--- src/rtl/pomr_ram.sv ---
// Simple dual-port synchronous RAM, one write and one registered read port.
// Depends on nothing; used for the packet, entry and filter stores.
module pomr_ram #(
   parameter int WIDTH = 8,
   parameter int DEPTH = 64
) (
   input  logic                     clock,
   input  logic                     we,
   input  logic [$clog2(DEPTH)-1:0] waddr,
   input  logic [WIDTH-1:0]         wdata,
   input  logic [$clog2(DEPTH)-1:0] raddr,
   output logic [WIDTH-1:0]         rdata
);

   logic [WIDTH-1:0] mem [DEPTH];
   logic [WIDTH-1:0] rdata_ff;

   always_ff @(posedge clock) begin
      if (we) begin
         mem[waddr] <= wdata;
      end
      rdata_ff <= mem[raddr];
   end

   assign rdata = rdata_ff;

endmodule

--- config.mk ---
export PLATFORM = sky130hd
export DESIGN_NAME = pomr_ram
export DESIGN_NICKNAME = d
export VERILOG_FILES = /design/src/rtl/pomr_ram.sv
export SDC_FILE = /design/constraint.sdc
export NUM_CORES = 1
export LEC_CHECK = 0
export BUFFER_PORTS_ARGS = -buffer_cell sky130_fd_sc_hd__buf_2
export CORE_AREA = 2 2 195 197
export DETAILED_ROUTE_END_ITERATION = 10
export DIE_AREA = 0 0 197 199
export PLACE_DENSITY = 0.74
export REMOVE_ABC_BUFFERS = 1
export SLEW_MARGIN = 20
export SYNTH_ARGS = -nofsm -noshare
export SYNTH_HDL_FRONTEND = slang
export SYNTH_SLANG_ARGS = --single-unit
--- constraint.sdc ---
create_clock -name clock -period 1.9 [get_ports clock]
set_input_delay 0.095 -clock clock [delete_from_list [all_inputs] [get_ports clock]]
set_output_delay 0.095 -clock clock [all_outputs]
set_load 0.01 [all_outputs]
## After elaboration in Yosys (flattened, before gate mapping)

Memories as Yosys holds them, arrays and structs flattened. A register that Yosys moved wholly into a read port is not among the register bits.
Cells that the tools add are included.

| operators by class | value |
|---|---|
| muxes and demuxes | 2 |

Operators with widths:

| kind | number |
|---|---|
| $mux 1 | 2 |

| word-level totals | value |
|---|---|
| memories kept | 1 |
| bits in registers | 0 |
| bits in writable memories | 512 |
| output and inout port bits | 8 |

Memories:

| name | depth | width | read ports | clocked after Yosys merged registers in | write ports | RTL line | RTL |
|---|---|---|---|---|---|---|---|
| mem | 64 | 8 | 1 | 1 | 1 | 15 | `logic [WIDTH-1:0] mem [DEPTH];` |

## Logic depth before layout (Yosys ltp)

| depth | value |
|---|---|
| word-level depth | 2 |
| mapped depth | 9 |
| depth with buffers taken out | 5 |

## Worst setup path after synthesis

No wires, ideal clock.

| timing | value |
|---|---|
| path type | input to register |
| start | in raddr[1] |
| end | reg rdata_ff[3], in the netlist rdata[3] (read register of mem) |
| setup time | 0.128 ns |
| stages on the path | 7 |
| setup slack | 0.137 ns |
| data arrival time | 1.635 ns |
| cells stage by stage | buf_4 > buf_2 > buf_2 > mux4_2 > mux4_2 > o21ai_1 > o41ai_1 |

RTL lines:

| element | RTL line | RTL |
|---|---|---|
| from (decl) | 11 | `input logic [$clog2(DEPTH)-1:0] raddr,` |
| to (decl) | 16 | `logic [WIDTH-1:0] rdata_ff;` |

==> metrics.yaml <==
grt_max_degree: 65
path_clk_slew_ps: 60
place.gp.congestion: 0.8552
fmaxAchievable_mhz: 523.9
start_kind: "flop"
cap_violations: 0
fin_nets: 1147
worstPathArrival_ps: 2360
critPathKind: "flop to flop"
crit_fanout: 1
fp.dieH_um: 199
ys_warn_count: 0
core_area_um2: 37130
dieArea_um2: 39200
syn_inst: 940
dr_total_vias: 10300
synth_edf_count: 512
synthArstFlopShare_pct: 0
synthesis.area_um2: 20170
synthDistinctLibCells: 40
setup.worst_path.end_class: "flop"
synth_flop_cell: "edfxtp_1"
drc: 0
ant_nets: 0
status: "finished, violations left"
slew-limit-headroom_pct: 54.60
min_period_ps: 1909
overflow: 0
synth_seq_cells: 520
fin_crit_sh_pct: 100.5
fin_worst_hold_slack_ps: 12.93
die_w_um: 197
clockRootBuffer: "clkbuf_16"
rsz0062_at_grt: "true"
grt_pass1_vias: 10580
post_cts_buffers: 0
ir_worst_vdd_mv: 0.7765
grt_pass1_wl_mm: 68.45
setup_viol: 1
drt_iter0_markers: 1054
drt_pre_antenna_iters: 5
drv_slew: 0
h-tree-depth: 2
dp.cells: 1546
nFillCells: 2443
totalWireLength_mm: 46.00
crit_start: "mem[21][4]$_DFFE_PP_"
mostFrequentLayoutCell: "edfxtp_1"
p_per_area_nw_per_um2: 1013
hold_path_class: "input port to flop"
setup.worst_path.end: "rdata[4]$_DFF_P_"
cts_buffer_depth: 3
finalHoldViolCount: 0
finalNonFillerCells: 1639
drive_above_1_share_pct: 35.05
reg2reg_slack_ps: -9
critPathRequiredTime_ps: 2350
rr_worst_depth: 6
seq_area_frac_synth_pct: 77.03
timing.rr.start: "mem[21][4]$_DFFE_PP_"
cts_tree: "yes"
via_per_inst: 6.284
final_cell_mix: "edfxtp_1, buf_4, mux4_2, nor2_1, clkbuf_16"
avgRoutedWirePerCell_um: 28.07
failed_checks: "setup timing"
io_pins: 30
ctsHoldBuffers: 0
leakagePower_nw: 7.775
cts_sinks: 520
skew_ps: 15.61
worst_slew_pin_slew_ps: 681.0
worst_slack_ps: -8.802
track_usage_pct: 24.43
cts_made_buffers: 51
post-dp-hpwl_mm: 29.67
rows: 71
rr_endpoint: "rdata[4]$_DFF_P_"
clock_latency_ps: 590
syn2layout_area_growth_pct: 17.64
start_util_pct: 54.31
ff_latch_area_um2: 15530
antenna_found_initial: 2
numPortBuffers: 29
synth_area_per_cell_um2: 21.45
multi_input_area_um2: 4437
[state kept, by name (all words and copies together) (netlist names)]
signal,cells
rdata,8
mem,512
[critical path: stages (launching register included)]
cell and delay, ps:
edfxtp_1 370, mux4_2 490, mux2_4 310, o221a_4 270, nor3_4 130, buf_6 130, o32ai_2 80
[metrics by stage]
stage	setup TNS [ps]	utilization [%]	power, W	area, um2	worst slack (ps)
6_report	-8.802	63.89	0.02404	23720	-8.802
5_1_grt	-113.8	63.88	0.02465	23720	-57.55
2_1_floorplan	0	-	0.01346	19850	216.4
3_3_place_gp	-2061	59.10	0.01428	21950	-411.1
3_5_place_dp	-2082	59.10	0.01431	21950	-385.2
4_1_cts	-77.11	63.74	0.02416	23670	-77.11
[logic make-up (layout without fill, tap and decap cells)]
family | Yosys count | count (layout) | share of synthesized area (%)
AO/OA/AOI/OAI | 54 | 54 | 2.072
buffers and inverters | 51 | 275 | 1.570
flip-flops | 520 | 520 | 77.03
multiplexers | 162 | 162 | 15.94
other | 0 | 1 | 0
AND/OR/NAND/NOR | 153 | 153 | 3.387
[synthesized netlist by cell type, drive strengths merged (3+ instances only)]
cell type	count	area (um2)
edfxtp	512	15370
mux4	126	2838
nor2	83	311.6
buf	34	252.7
mux2i	23	230.2
nand2	19	71.32
clkbuf	17	63.81
nor2b	14	87.58
mux2	13	146.4
nand3	13	65.06
dfxtp	8	160.2
o221ai	8	70.07
o22ai	8	50.05
nand2b	7	43.79
nor3	7	35.03
a221oi	6	52.55
a211oi	4	30.03
o21ai	4	20.02
a21oi	3	15.01
a22oi	3	22.52
nand3b	3	22.52
o2111ai	3	26.28
o2bb2ai	3	26.28
[worst min-delay path by stage]
stage	from	slack, ps	cells after the start	endpoint
6_report	wdata[1]	10	1	mem[1][1]$_DFFE_PP_
5_1_grt	wdata[1]	30	1	mem[1][1]$_DFFE_PP_
4_1_cts	raddr[5]	3	3	rdata[2]$_DFF_P_
3_5_place_dp	rdata[4]$_DFF_P_	540	1	rdata[4]
3_3_place_gp	rdata[4]$_DFF_P_	550	1	rdata[4]
2_1_floorplan	wdata[0]	190	0	mem[0][0]$_DFFE_PP_
[report_power, final]
part	internal [W]	switching (W)
sequential	0.0127	0.0000557
clock	0.00575	0.00417
combinational	0.000583	0.000784
[metal layers]
metal / GRT usage, % / share of wire (%) / up-vias
met3: 4.713 / 8.9 / 76
met4: 7.491 / 2.6 / 0
met1: 33.08 / 38 / 5406
met5: 0 / 0 / -
met2: 40.83 / 50 / 522
li1: - / - / 4296
[layout make-up]
class / instances / share of cell area (%)
clock inverter: 27 / 1.208
multi-input combinational: 369 / 18.70
clock buffer: 65 / 5.733
antenna: 1 / 0.01055
sequential: 520 / 65.48
tap: 474 / 2.500
timing repair buffer: 183 / 6.366
[repair_timing]
item / in CTS / in global routing
endpoints found under the hold margin: 0 / 0
pin swaps: 2 / 3
gates cloned: 0 / 0
gates resized for setup: 16 / 9
endpoints found under the setup margin: 7 / 6
(Power assumes the default switching activity.)
